<file path="config.mk">
export PLATFORM = sky130hd
export DESIGN_NAME = iae_ctrl
export DESIGN_NICKNAME = d
export VERILOG_FILES = /design/src/design/iae_pkg.sv /design/src/design/iae_ctrl.sv
export VERILOG_INCLUDE_DIRS = /design/src /design/src/design
export SDC_FILE = /design/constraint.sdc
export NUM_CORES = 1
export LEC_CHECK = 0
export BUFFER_PORTS_ARGS = -buffer_cell sky130_fd_sc_hd__clkbuf_2
export CAP_MARGIN = 30
export CORE_AREA = 5 5 42 44
export CTS_CLUSTER_DIAMETER = 100
export DETAILED_ROUTE_END_ITERATION = 6
export DIE_AREA = 0 0 47 49
export HOLD_SLACK_MARGIN = 0.08
export SLEW_MARGIN = 10
export SYNTH_ARGS = -nofsm -noshare
export SYNTH_HDL_FRONTEND = slang
export SYNTH_SLANG_ARGS = --single-unit
</file>
<file path="constraint.sdc">
create_clock -name clk -period 2.1 [get_ports clk]
set_clock_uncertainty 0.1 [all_clocks]
set_input_delay 0.105 -clock clk [delete_from_list [all_inputs] [get_ports clk]]
set_output_delay 0.105 -clock clk [all_outputs]
set_load 0.01 [all_outputs]
</file>
<file path="src/design/integer_alu_execute_core_defines.svh">
// Shared assertion macros for the integer execute core
`ifndef INTEGER_ALU_EXECUTE_CORE_DEFINES_SVH
`define INTEGER_ALU_EXECUTE_CORE_DEFINES_SVH

// same-cycle implication
`define IAE_ASSERT_NOW(lbl, ante, cons) \
    lbl: assert property (@(posedge clk) disable iff (!rst_n) (ante) |-> (cons)) \
        else $error("iae assertion failed");

// next-cycle implication
`define IAE_ASSERT_NEXT(lbl, ante, cons) \
    lbl: assert property (@(posedge clk) disable iff (!rst_n) (ante) |=> (cons)) \
        else $error("iae assertion failed");

`endif

</file>
<file path="src/design/iae_pkg.sv">
package iae_pkg;

    localparam int REGISTER_COUNT = 64;
    localparam int RF_AW          = $clog2(REGISTER_COUNT);
    localparam logic [5:0] PRODUCT_INDEX  = 6'd62;
    localparam logic [5:0] QUOTIENT_INDEX = 6'd63;

    // operation codes
    localparam logic [4:0] K_NOP   = 5'd0;
    localparam logic [4:0] K_ADD   = 5'd1;
    localparam logic [4:0] K_SUB   = 5'd2;
    localparam logic [4:0] K_XOR   = 5'd3;
    localparam logic [4:0] K_OR    = 5'd4;
    localparam logic [4:0] K_AND   = 5'd5;
    localparam logic [4:0] K_LSL   = 5'd6;
    localparam logic [4:0] K_LSR   = 5'd7;
    localparam logic [4:0] K_ASR   = 5'd8;
    localparam logic [4:0] K_MUL   = 5'd9;
    localparam logic [4:0] K_DIVS  = 5'd10;
    localparam logic [4:0] K_DIVU  = 5'd11;
    localparam logic [4:0] K_REMS  = 5'd12;
    localparam logic [4:0] K_REMU  = 5'd13;
    localparam logic [4:0] K_BOOL  = 5'd14;
    localparam logic [4:0] K_SEXT  = 5'd15;
    localparam logic [4:0] K_SLTS  = 5'd16;
    localparam logic [4:0] K_SLTU  = 5'd17;
    localparam logic [4:0] K_SMOVE = 5'd18;
    localparam logic [4:0] K_MOVE  = 5'd19;
    localparam logic [4:0] K_SREAD = 5'd20;
    localparam logic [4:0] K_SWRT  = 5'd21;
    localparam logic [4:0] K_FCLR  = 5'd22;
    localparam logic [4:0] K_CMP   = 5'd23;
    localparam logic [4:0] K_END   = 5'd24;

    // special register selects
    localparam logic [1:0] SP_LINK   = 2'd0;
    localparam logic [1:0] SP_BRANCH = 2'd1;
    localparam logic [1:0] SP_FLAGS  = 2'd2;

    // multiply partial product phases
    localparam logic [1:0] MUL_LL = 2'd0;
    localparam logic [1:0] MUL_LH = 2'd1;
    localparam logic [1:0] MUL_HL = 2'd2;

    typedef struct packed {
        logic       load;
        logic       mul_en;
        logic [1:0] mul_phase;
        logic       div_init;
        logic       div_step;
        logic       commit;
    } iae_cmd_t;

    typedef struct packed {
        logic is_mul;
        logic is_div;
    } iae_status_t;

endpackage

</file>
<file path="src/design/iae_ctrl.sv">
`include "integer_alu_execute_core_defines.svh"

module iae_ctrl
    import iae_pkg::*;
(
    input  logic        clk,
    input  logic        rst_n,
    input  logic        in_valid,
    output logic        in_stall,
    output logic        out_valid,
    input  logic        out_stall,
    input  iae_status_t status,
    output iae_cmd_t    cmd
);

    localparam logic [2:0] S_IDLE   = 3'd0;
    localparam logic [2:0] S_EXEC   = 3'd1;
    localparam logic [2:0] S_MUL1   = 3'd2;
    localparam logic [2:0] S_MUL2   = 3'd3;
    localparam logic [2:0] S_DIV    = 3'd4;
    localparam logic [2:0] S_COMMIT = 3'd5;
    localparam logic [2:0] S_OUT    = 3'd6;

    logic [2:0] state_reg, state_next;
    logic [5:0] cnt_reg, cnt_next;

    // state sequencing and command decode
    always_comb
    begin
        state_next = state_reg;
        cnt_next   = cnt_reg;
        cmd        = '0;
        case (state_reg)
            S_IDLE:
            begin
                if (in_valid)
                begin
                    cmd.load   = 1'b1;
                    state_next = S_EXEC;
                end
            end
            S_EXEC:
            begin
                if (status.is_mul)
                begin
                    cmd.mul_en    = 1'b1;
                    cmd.mul_phase = MUL_LL;
                    state_next    = S_MUL1;
                end
                else if (status.is_div)
                begin
                    cmd.div_init = 1'b1;
                    cnt_next     = '0;
                    state_next   = S_DIV;
                end
                else
                begin
                    cmd.commit = 1'b1;
                    state_next = S_OUT;
                end
            end
            S_MUL1:
            begin
                cmd.mul_en    = 1'b1;
                cmd.mul_phase = MUL_LH;
                state_next    = S_MUL2;
            end
            S_MUL2:
            begin
                cmd.mul_en    = 1'b1;
                cmd.mul_phase = MUL_HL;
                state_next    = S_COMMIT;
            end
            S_DIV:
            begin
                cmd.div_step = 1'b1;
                cnt_next     = cnt_reg + 6'd1;
                if (cnt_reg == 6'd63)
                begin
                    state_next = S_COMMIT;
                end
            end
            S_COMMIT:
            begin
                cmd.commit = 1'b1;
                state_next = S_OUT;
            end
            S_OUT:
            begin
                if (!out_stall)
                begin
                    state_next = S_IDLE;
                end
            end
            default:
            begin
                state_next = S_IDLE;
            end
        endcase
    end

    always_ff @(posedge clk or negedge rst_n)
    begin
        if (!rst_n)
        begin
            state_reg <= S_IDLE;
            cnt_reg   <= '0;
        end
        else
        begin
            state_reg <= state_next;
            cnt_reg   <= cnt_next;
        end
    end

    assign in_stall  = (state_reg != S_IDLE);
    assign out_valid = (state_reg == S_OUT);

    `IAE_ASSERT_NOW(a_busy_while_out, out_valid, in_stall)
    `IAE_ASSERT_NEXT(a_accept_exec, in_valid && !in_stall, state_reg == S_EXEC)
    `IAE_ASSERT_NEXT(a_commit_out, cmd.commit, out_valid)
    `IAE_ASSERT_NEXT(a_div_done, state_reg == S_DIV && cnt_reg == 6'd63,
        state_reg == S_COMMIT)

endmodule

</file>
* Yosys cells after proc, flatten, opt, wreduce, memory -nomap -nowiden
Cells that the tools add are included.
Operators by class: add/sub/neg operators 1, equal/unequal tests 12, multiplexer cells 20, reduce and logical (&&, ||, !) cells 5
Operators by type and width (number):
- $pmux W3 S7 | 1
- $mux W3 | 5
- $mux W6 | 2
- $pmux W6 S2 | 1
- $ne A2 B2 Y1 const B | 5
- $eq A3 B3 Y1 const B | 3
- $pmux W3 S3 | 1
- $mux W1 | 8
- $add A6 B1 Y6 const B | 1
- $eq A3 B2 Y1 const B | 2
- $eq A6 B6 Y1 const B | 1
- $reduce_and A3 Y1 | 2
- $eq A3 B1 Y1 const B | 1
- $logic_not A3 Y1 | 1
- $reduce_bool A3 Y1 | 1
- $mux W2 | 1
- $pmux W1 S2 | 1
- $reduce_bool A2 Y1 | 1
Word-level totals: bits in registers 9, bits of input ports 6

* Logic depth before layout (Yosys ltp)
Gate-level depths: netlist of run 1.
depth after elaboration 3, depth in mapped cells 4

* Worst setup path before layout of run 1
OpenSTA, ideal clock, no wires.
kind reg-to-reg, from reg state_reg[1], to reg cnt_reg[5], data arrival time 1413 ps, required time 1922 ps, setup slack 509 ps, stages on the path, launching flop included 4, path buffers 0, clock period less this slack 1591 ps, cells stage by stage dfrtp_1 > or3b_4 > or4_1 > a21oi_1
Between the ends: word-level cells in the longest chain between the ends 3
RTL lines:
- from (decl) | RTL line iae_ctrl.sv:24 | logic [2:0] state_reg, state_next;
- from (signal assigned) | RTL line iae_ctrl.sv:111 | state_reg <= state_next;
- $eq A3 B1 Y1 or $eq A3 B3 Y1 (tied branches) | RTL line iae_ctrl.sv:33 | case (state_reg)
- $ne A2 B2 Y1 (no source line) or $reduce_bool A2 Y1 (tied branches)
- $reduce_and A3 Y1 (no source line)
- to (signal assigned) | RTL line iae_ctrl.sv:112 | cnt_reg <= cnt_next;
- to (decl) | RTL line iae_ctrl.sv:25 | logic [5:0] cnt_reg, cnt_next;
Parallel ways exist; a longest one is shown, timed or not. A chain may end at the register's enable or synchronous reset.

==> insert_results.sql, run 1 <==
INSERT INTO impl_metrics (metric_group, metric, value, unit) VALUES
('sta', 'grt_setup_unrepaired', 'false', ''),
('cells_and_area', 'diodes', '0', ''),
('setup_path', 'critical_path.top_delay_family', 'simple AND/OR/NAND/NOR gates', ''),
('sta', 'fmax', '540', 'MHz'),
('grt', 'antenna_found_initial', '0', ''),
('synth', 'synth_top_cells_by_area', 'dfrtp_1 (42%), nor2_1 (7.7%), a21oi_1 (5.6%)', ''),
('setup_path', 'startpoint', 'state_reg[2]', ''),
('die', 'die_area', '0.00230', 'sq mm'),
('synth', 'post_synth_most_frequent_cells', 'nor2_1 (11), dfrtp_1 (9), a21oi_1 (6), nand2_1 (5)', ''),
('die', 'floorplan.die.width', '47', 'microns'),
('place', 'detailedPlacementHpwl', '925', 'microns'),
('synth', 'mean_syn_cell_area', '8.11', 'sq um'),
('grt', 'grt_resource_usage_total', '12.2', '%'),
('grt', 'first_pass_grt_wire_length', '2000', 'microns'),
('synth', 'post-synth-top-area-fraction', '42.1', '%'),
('setup_path', 'worstReg2RegEnd', 'cnt_reg[5]', ''),
('synth', 'mappedNetlistNets', '73', ''),
('detailed_routing', 'drt_first_iter_violations', '7', ''),
('die', 'num_io_pins', '15', ''),
('cells_and_area', 'fillers', '150', ''),
('power_and_ir_drop', 'power_density', '1460', 'mW/mm^2'),
('setup_path', 'slowest_delay', '0.45', 'ns'),
('synth', 'synth.ff_latch_count', '9', ''),
('detailed_routing', 'total_number_of_vias', '535', ''),
('clock_network', 'cts.repair_timing.setup_buffer_count', '0', ''),
('synth', 'synth_top_flop_cell', 'dfrtp_1', ''),
('die', 'number_of_placement_rows', '14', ''),
('setup_path', 'crit_path_max_fanout', '6', ''),
('cells_and_area', 'finish.net_count', '94', ''),
('grt', 'largest_net_degree_at_the_start_of_global_routing', '14', ''),
('clock_network', 'path_clk_slew', '0.06', 'ns'),
('flow_run', 'max_cap_viol_count', '0', ''),
('die', 'start_util', '38.2', '%'),
('power_and_ir_drop', 'max-vdd-ir-drop', '0.000628', 'V'),
('setup_path', 'criticalPathCategory', 'reg2out', ''),
('clock_network', 'cts_max_level', '1', ''),
('setup_path', 'crit_path_top_delay_cell', 'or3b_1', ''),
('cells_and_area', 'flow.area_growth_from_synthesis', '27.6', '%'),
('detailed_routing', 'finalWirelength', '1200', 'microns'),
('cells_and_area', 'layout_cell_share_with_drive_strength_beyond_1', '26.7', '%'),
('sta', 'finalSetupTns', '0', 'ns'),
('setup_path', 'path_buf_inv', '1', ''),
('synth', 'syn-instance-count', '66', ''),
('sta', 'period_needed', '1.85', 'ns'),
('clock_network', 'clkSinkCount', '9', ''),
('synth', 'synth_cell_types', '24', ''),
('grt', 'grt_remaining_overflow', '0', ''),
('setup_path', 'setup.worst_path.end_class', 'output port', ''),
('sta', 'max-slew-margin-rel', '75.2', '%'),
('sta', 'report.final.setup_viol', '0', ''),
('power_and_ir_drop', 'p_leak', '0.326', 'nW'),
('setup_path', 'path_depth', '3', ''),
('setup_path', 'r2r_cells', '3', ''),
('detailed_routing', 'route.detailed.wl_per_inst', '11.7', 'microns'),
('synth', 'yosys.cell_count.top_type', 'nor2_1', ''),
('sta', 'final_min_period_over_clock_period', '88.2', '%'),
('synth', 'synth_top_cell_by_area', 'dfrtp_1', ''),
('place', 'place_congestion', '0.710', ''),
('synth', 'async_reset_ff_share', '100', '%'),
('setup_path', 'worstSetupStartpointType', 'register', ''),
('clock_network', 'cts_inserted_buffers', '3', ''),
('grt', 'first_global_vias', '482', ''),
('place', 'placement.io_buffers', '14', ''),
('cells_and_area', 'register_area', '225', 'sq um'),
('detailed_routing', 'drtPass1Iterations', '4', ''),
('clock_network', 'cts_tree', 'done', ''),
('die', 'die_h', '49', 'microns'),
('synth', 'synth-edff-count', '0', ''),
('sta', 'timing.final.max_slew_violations', '0', ''),
('synth', 'sequential_share_of_the_synthesized_area', '42.1', '%'),
('status', 'result_of_the_run', 'finished, final reports clean', '');
[metal layers]
| layer | vias to the layer above | routed length, microns | global-route usage [%] |
|---|---|---|---|
| met5 | - | 0 | 0 |
| met4 | 0 | 28 | 9.68 |
| met3 | 2 | 67 | 3.32 |
| met2 | 14 | 541 | 17.9 |
| met1 | 245 | 557 | 14.2 |
| li1 | 274 | - | - |
[worst min path at each step]
stage	endpoint	from	cells after the start
after floorplan	cnt_reg[0]	rst_n	0
after global placement	cnt_reg[4]	rst_n	1
after detailed placement	cnt_reg[4]	rst_n	1
after CTS	state_reg[0]	in_valid	3
after global routing	state_reg[0]	in_valid	3
final	state_reg[0]	in_valid	3
[tightest hold or removal path: stages]
cell      delay (ns)
clkbuf_2        0.09
a21oi_1         0.07
o22ai_1         0.13
[cells by family after synthesis]
logic type	count (synthesis)	share of synthesized area (%)
XOR/XNOR	1	1.64
flip-flops	9	42.1
buffers and inverters	8	5.61
AND/OR/NAND/NOR	30	29.7
AO/OA/AOI/OAI	17	18.7
adder cells (fa/ha/maj)	1	2.34
[metrics by stage]
stage / instance area, sq um / setup slack [ns] / cells / util [%]
6_report: 683 / 0.248 / 102 / 48.8
5_1_grt: 683 / 0.152 / 102 / 48.8
4_1_cts: 683 / 0.235 / 102 / 48.8
3_5_place_dp: 637 / 0.436 / 96 / 45.4
3_3_place_gp: 637 / 0.469 / 96 / 45.4
2_1_floorplan: 536 / 0.509 / 66 / -
[area by class of cell]
| type | count | share of cell area (%) |
|---|---|---|
| inverters | 5 | 2.75 |
| clock buffers | 4 | 3.85 |
| flip-flops and latches | 9 | 33.0 |
| repair buffers | 19 | 16.5 |
| well taps | 16 | 2.93 |
| multi-input cells | 49 | 41.0 |
[placed cells by master, fill, tap and decap left out, types with 2 or more instances in the layout]
cell / netlist / final
clkbuf_4: 0 / 3
a21oi_1: 6 / 6
nand2_1: 5 / 5
nor2_1: 11 / 11
nor2b_1: 2 / 2
o22ai_1: 3 / 3
nand2b_1: 2 / 2
o21ai_1: 2 / 2
nand3_1: 2 / 2
dfrtp_1: 9 / 9
dlygate4sd3_1: 0 / 2
clkbuf_2: 0 / 14
inv_1: 3 / 3
buf_4: 0 / 3
o21ai_0: 3 / 3
or3_1: 3 / 3
inv_2: 2 / 2
[where the power goes]
part | internal [mW] | leakage (nW) | switching [mW]
registers | 0.260 | 0.111 | 0.0860
logic | 0.239 | 0.200 | 0.282
clock network | 0.0731 | 0.0150 | 0.0580
total | 0.572 | 0.326 | 0.426
Power figures use the tool's default switching activity.
==> inputs of run 2 (changes only) <==
--- a/config.mk
+++ b/config.mk
@@ -13,6 +13,7 @@
 export DETAILED_ROUTE_END_ITERATION = 6
 export DIE_AREA = 0 0 47 49
 export HOLD_SLACK_MARGIN = 0.08
+export RECOVER_POWER = 25
 export SLEW_MARGIN = 10
 export SYNTH_ARGS = -nofsm -noshare
 export SYNTH_HDL_FRONTEND = slang
==> run 2 against run 1 <==
Against the previous run: clock-buffer cell count unchanged; worst hold slack unchanged; sequential share of layout area up 0.060 points; largest cell class unchanged; utilization down 0.089 points; clock power about the same; sequential power about the same; combinational power about the same; die area unchanged; non-clock buffer count unchanged.
==> insert_results.sql, run 2 (same netlist as run 1, synthesis figures left out) <==
INSERT INTO impl_metrics (metric_group, metric, value, unit) VALUES
('clock_network', 'cts_max_level', '1', ''),
('setup_path', 'worst_ep_arrival', '1.65', 'ns'),
('power_and_ir_drop', 'power_density', '1460', 'mW/mm^2'),
('die', 'num_io_pins', '15', ''),
('clock_network', 'worst_skew_pair.late_latency', '0.26', 'ns'),
('setup_path', 'r2r_cells', '3', ''),
('die', 'die_area', '0.00230', 'sq mm'),
('grt', 'first_global_vias', '482', ''),
('clock_network', 'clkSinkCount', '9', ''),
('power_and_ir_drop', 'clock_power_share', '13.1', '%'),
('cells_and_area', 'final_common_cell', 'clkbuf_2', ''),
('power_and_ir_drop', 'share_comb_of_total_power', '52.2', '%'),
('sta', 'finalSetupTns', '0', 'ns'),
('cells_and_area', 'postLayoutCoreUtil', '48.7', '%'),
('place', 'detailedPlacementHpwl', '925', 'microns'),
('place', 'placement.io_buffers', '14', ''),
('place', 'dpl-instance-area', '637', 'sq um'),
('power_and_ir_drop', 'seq_power_share', '34.7', '%'),
('die', 'die_h', '49', 'microns'),
('detailed_routing', 'drtPass1Iterations', '4', ''),
('flow_run', 'max_cap_viol_count', '0', ''),
('power_and_ir_drop', 'internal_power_of_the_cells', '0.572', 'mW'),
('sta', 'slew_worst_pin', '0.503', 'ns'),
('detailed_routing', 'finalWirelength', '1190', 'microns'),
('setup_path', 'crit_required', '1.89', 'ns'),
('clock_network', 'post_cts.resized_instances', '0', ''),
('cells_and_area', 'layout.cells.most_common_list', 'clkbuf_2 (13), nor2_1 (11), dfrtp_1 (9)', ''),
('grt', 'first_pass_grt_wire_length', '2000', 'microns'),
('setup_path', 'criticalPathCategory', 'reg2out', ''),
('cells_and_area', 'finalInstanceArea', '682', 'sq um'),
('detailed_routing', 'route.detailed.wl_per_inst', '11.7', 'microns'),
('clock_network', 'cts.repair_timing.setup_buffer_count', '0', ''),
('place', 'place_congestion', '0.710', ''),
('cells_and_area', 'layout_cell_share_with_drive_strength_beyond_1', '25.6', '%'),
('cells_and_area', 'diodes', '0', ''),
('power_and_ir_drop', 'power_switching_share', '42.7', '%'),
('die', 'coreArea', '0.00140', 'sq mm'),
('die', 'floorplan.die.width', '47', 'microns'),
('detailed_routing', 'drc_errors', '0', ''),
('cells_and_area', 'finish.net_count', '94', ''),
('clock_network', 'clockRootBuffer', 'clkbuf_4', ''),
('sta', 'timing.final.max_slew_violations', '0', ''),
('grt', 'antenna_found_initial', '0', ''),
('power_and_ir_drop', 'max-vdd-ir-drop', '0.000628', 'V'),
('status', 'result_of_the_run', 'finished, final reports clean', ''),
('sta', 'max-slew-margin-rel', '66.4', '%'),
('clock_network', 'path_clk_slew', '0.06', 'ns'),
('die', 'start_util', '38.2', '%'),
('clock_network', 'cts_inserted_buffers', '3', ''),
('setup_path', 'worstSetupStartpointType', 'register', ''),
('sta', 'report.final.setup_viol', '0', ''),
('power_and_ir_drop', 'net-switching-power', '0.426', 'mW'),
('clock_network', 'cts_tree', 'done', ''),
('sta', 'finalHoldViolCount', '0', ''),
('sta', 'grt_setup_unrepaired', 'false', ''),
('worst_hold_path', 'timing.hold.worst.class', 'in2reg', ''),
('setup_path', 'crit_path_max_fanout', '6', ''),
('grt', 'grt_remaining_overflow', '0', ''),
('cells_and_area', 'flow.area_growth_from_synthesis', '27.3', '%'),
('setup_path', 'setup.worst_path.end_class', 'output port', ''),
('detailed_routing', 'post_drt_via_cell_ratio', '5.25', ''),
('detailed_routing', 'final_antenna_net_count', '0', ''),
('power_and_ir_drop', 'p_leak', '0.323', 'nW'),
('worst_hold_path', 'hold_path_depth', '3', ''),
('grt', 'grt_resource_usage_total', '12.2', '%'),
('die', 'number_of_placement_rows', '14', ''),
('detailed_routing', 'total_number_of_vias', '535', ''),
('cells_and_area', 'flip_flop_count_of_the_largest_register_after_layout', '6', ''),
('sta', 'period_needed', '1.85', 'ns'),
('clock_network', 'cts_buffer_depth', '2', ''),
('grt', 'largest_net_degree_at_the_start_of_global_routing', '14', ''),
('detailed_routing', 'drt_first_iter_violations', '7', ''),
('cells_and_area', 'fillers', '151', ''),
('clock_network', 'cts.hold.buffers_added', '2', ''),
('sta', 'fmax', '540', 'MHz'),
('sta', 'final_min_period_over_clock_period', '88.2', '%');
==> run 2: final cells by class <==
type	count	area, sq um	share of cell area (%)
inverter	5	18.8	2.75
clock buffer	4	26.3	3.85
sequential	9	225	33.0
timing repair buffer	19	111	16.3
multi-input combinational	49	280	41.1
tap	16	20.0	2.94
==> run 2: final timing paths <==
check,from,to,slack [ns]
max in group asynchronous,rst_n,state_reg[2],1.34
max reg2reg,state_reg[2],cnt_reg[5],0.43
min reg2reg,state_reg[2],state_reg[0],0.45
min,in_valid,state_reg[0],0.09
min in group asynchronous,rst_n,cnt_reg[3],0.22
max,state_reg[2],cmd[2],0.25
==> run 2: power groups by stage <==
stage               registers (mW)  clock network (mW)  logic [mW]
floorplan                    0.329                   0       0.367
global placement             0.351                   0       0.516
detailed placement           0.351                   0       0.521
CTS                          0.347               0.137       0.525
global route                 0.363               0.149       0.582
finish                       0.346               0.131       0.521
==> run 2: metrics by stage <==
stage                     setup WS (ns)  hold WS (ns)  power (mW)  cells
after global placement            0.469        -0.123       0.867     96
final                             0.248        0.0942       0.998    102
after floorplan                   0.509        -0.291       0.696     66
after global routing              0.152         0.108        1.09    102
after CTS                         0.235        0.0855        1.01    102
after detailed placement          0.436        -0.122       0.872     96
==> run 2: critical path: stages, from the launching register on <==
cell and delay, ns:
dfrtp_1 0.41, or3b_1 0.45, nor2_1 0.33, clkbuf_2 0.21
==> run 2: routing by layer <==
layer / GRT usage (%) / part of all wire [%]
met1: 14.2 / 47
met2: 17.9 / 45
met3: 3.32 / 5.6
met4: 9.68 / 2.3
met5: 0 / 0
==> inputs of run 3 (changes only) <==
--- a/config.mk
+++ b/config.mk
@@ -8,10 +8,10 @@
 export LEC_CHECK = 0
 export BUFFER_PORTS_ARGS = -buffer_cell sky130_fd_sc_hd__clkbuf_2
 export CAP_MARGIN = 30
-export CORE_AREA = 5 5 42 44
+export CORE_AREA = 2 2 39 41
 export CTS_CLUSTER_DIAMETER = 100
 export DETAILED_ROUTE_END_ITERATION = 6
-export DIE_AREA = 0 0 47 49
+export DIE_AREA = 0 0 41 43
 export HOLD_SLACK_MARGIN = 0.08
 export RECOVER_POWER = 25
 export SLEW_MARGIN = 10
==> run 3 against run 2 <==
Against the previous run: worst hold slack gained 0.014 ns; sequential share of layout area fell by 0.54 points; clock power rose by 5%; register-to-register slack about the same; power is 0.23% higher; cell count up 0.98%; design area grew 1.7%; worst setup slack worse by 0.012 ns; wire length down 2.1%; global-route usage increased by 5.8 points; via count up 1.5%; clock-buffer cell count is 1 lower; critical path type unchanged; largest cell class unchanged; largest power group unchanged; highest routed layer unchanged.
==> insert_results.sql, run 3 (same netlist as run 1, synthesis figures left out) <==
INSERT INTO impl_metrics (metric_group, metric, value, unit) VALUES
('clock_network', 'worst_skew_pair.late_latency', '0.27', 'ns'),
('power_and_ir_drop', 'report.power.total', '1.00', 'mW'),
('clock_network', 'post_cts.resized_instances', '0', ''),
('detailed_routing', 'post_drt_via_cell_ratio', '5.27', ''),
('clock_network', 'cts_inserted_buffers', '3', ''),
('setup_path', 'cp_cell_sequence', 'or3b_1, nor2_1, clkbuf_2', ''),
('sta', 'max-slew-margin-rel', '65.7', '%'),
('detailed_routing', 'final_antenna_net_count', '0', ''),
('sta', 'finalHoldViolCount', '0', ''),
('power_and_ir_drop', 'max-vdd-ir-drop', '0.000623', 'V'),
('detailed_routing', 'route.detailed.wl_per_inst', '11.3', 'microns'),
('power_and_ir_drop', 'p_leak', '0.330', 'nW'),
('sta', 'timing.final.max_slew_violations', '0', ''),
('place', 'detailedPlacementHpwl', '852', 'microns'),
('cells_and_area', 'non_filler_instances', '103', ''),
('sta', 'fmax', '537', 'MHz'),
('clock_network', 'cts_tree', 'done', ''),
('sta', 'period_needed', '1.86', 'ns'),
('cells_and_area', 'layout.cells.most_common_list', 'clkbuf_2 (13), nor2_1 (11), dfrtp_1 (9)', ''),
('flow_run', 'max_cap_viol_count', '0', ''),
('grt', 'first_global_vias', '508', ''),
('setup_path', 'crit_required', '1.89', 'ns'),
('grt', 'grt_remaining_overflow', '0', ''),
('die', 'die_h', '43', 'microns'),
('power_and_ir_drop', 'power_density', '1440', 'mW/mm^2'),
('sta', 'report.final.setup_viol', '0', ''),
('sta', 'grt_setup_unrepaired', 'false', ''),
('place', 'dp_cells', '96', ''),
('setup_path', 'setup.worst_path.end_class', 'output port', ''),
('detailed_routing', 'met2RoutedLength', '552', 'microns'),
('detailed_routing', 'total_number_of_vias', '543', ''),
('status', 'result_of_the_run', 'finished, final reports clean', ''),
('cells_and_area', 'diodes', '0', ''),
('cells_and_area', 'flow.area_growth_from_synthesis', '29.4', '%'),
('clock_network', 'cts.repair_timing.setup_buffer_count', '0', ''),
('cells_and_area', 'flip_flop_count_of_the_largest_register_after_layout', '6', ''),
('detailed_routing', 'met3_length', '50', 'microns'),
('grt', 'first_pass_grt_wire_length', '2100', 'microns'),
('clock_network', 'clockRootBuffer', 'clkbuf_4', ''),
('setup_path', 'slowest_delay', '0.45', 'ns'),
('detailed_routing', 'wl_met1', '518', 'microns'),
('clock_network', 'path_clk_slew', '0.06', 'ns'),
('sta', 'final_min_period_over_clock_period', '88.7', '%'),
('place', 'dp_worst_setup_slack', '0.420', 'ns'),
('sta', 'slew_worst_pin', '0.515', 'ns'),
('detailed_routing', 'drt_first_iter_violations', '6', ''),
('die', 'floorplan.die.width', '41', 'microns'),
('clock_network', 'clkSinkCount', '9', ''),
('die', 'number_of_placement_rows', '14', ''),
('grt', 'grt_resource_usage_total', '18.0', '%'),
('sta', 'finalSetupTns', '0', 'ns'),
('setup_path', 'criticalPathCategory', 'reg2out', ''),
('cells_and_area', 'layout_cell_share_with_drive_strength_beyond_1', '26.4', '%'),
('sta', 'fin_worst_hold_slack', '0.108', 'ns'),
('grt', 'largest_net_degree_at_the_start_of_global_routing', '14', ''),
('detailed_routing', 'drtPass1Iterations', '4', ''),
('die', 'num_io_pins', '15', ''),
('die', 'die_area', '0.00176', 'sq mm'),
('cells_and_area', 'fillers', '142', ''),
('worst_hold_path', 'timing.hold.worst.class', 'in2reg', ''),
('sta', 'setup_slack', '0.236', 'ns'),
('detailed_routing', 'finalWirelength', '1170', 'microns'),
('setup_path', 'crit_path_max_fanout', '6', ''),
('detailed_routing', 'routed.top_layer', 'met4', ''),
('die', 'coreArea', '0.00138', 'sq mm'),
('setup_path', 'crit_path_top_delay_cell', 'or3b_1', ''),
('setup_path', 'worstSetupStartpointType', 'register', ''),
('die', 'start_util', '38.7', '%'),
('detailed_routing', 'drc_errors', '0', ''),
('clock_network', 'cts_buffer_depth', '2', ''),
('setup_path', 'worst_ep_arrival', '1.66', 'ns'),
('clock_network', 'cts_max_level', '1', ''),
('place', 'placement.io_buffers', '14', ''),
('grt', 'antenna_found_initial', '0', ''),
('place', 'place_congestion', '0.728', ''),
('cells_and_area', 'final_common_cell', 'clkbuf_2', ''),
('cells_and_area', 'finish.net_count', '95', '');
-- run 3: cell count changes in the layout (fill, tap and decap cells not counted) --
cell	delta
clkbuf_1	-1
clkinv_2	+1
dlygate4sd3_1	+1
-- run 3: timing repair --
| item | in CTS | in global routing |
|---|---|---|
| endpoints found under the hold margin | 11 | 0 |
| endpoints found under the setup margin | 0 | 0 |
| hold buffers | 3 | 0 |
-- run 3: worst paths after layout --
check,startpoint,end,slack (ns),cells after the start
worst max register to register,state_reg[2],cnt_reg[5],0.42,3
min in group asynchronous,rst_n,cnt_reg[4],0.21,2
max in group asynchronous,rst_n,cnt_reg[0],1.34,2
worst min-delay path,status[1],state_reg[2],0.11,3
worst max-delay path,state_reg[2],cmd[2],0.24,3
worst min register to register,state_reg[2],state_reg[0],0.45,1
-- run 3: per-layer routing --
layer | up-vias | global-route usage, %
met2 | 15 | 26.3
met1 | 248 | 22.2
met4 | 0 | 14.0
met3 | 4 | 3.14
li1 | 276 | -
met5 | - | 0
-- run 3: critical path, delay by kind of cell (launching register included) --
kind,cells,cell delay (ns)
simple gates,2,0.77
flops,1,0.42
buf+inv,1,0.20
-- run 3: per-stage QoR --
stage / cell area [sq um] / util [%]
after floorplan: 536 / -
after global placement: 637 / 46.0
after detailed placement: 637 / 46.0
after CTS: 694 / 50.2
after global routing: 693 / 50.1
final: 693 / 50.1
-- run 3: cell type report --
cell class	instances	area, sq um	share of cell area (%)
multi-input combinational	49	280	40.4
sequential	9	225	32.5
timing repair buffer	20	121	17.5
clock buffer	3	22.5	3.25
tap	16	20.0	2.89
inverter	5	18.8	2.71
clock inverter	1	5.00	0.722
-- run 3: power breakdown --
part | switching (mW) | internal, mW
clock network | 0.0665 | 0.0705
logic | 0.275 | 0.240
registers | 0.0882 | 0.260
total | 0.429 | 0.571
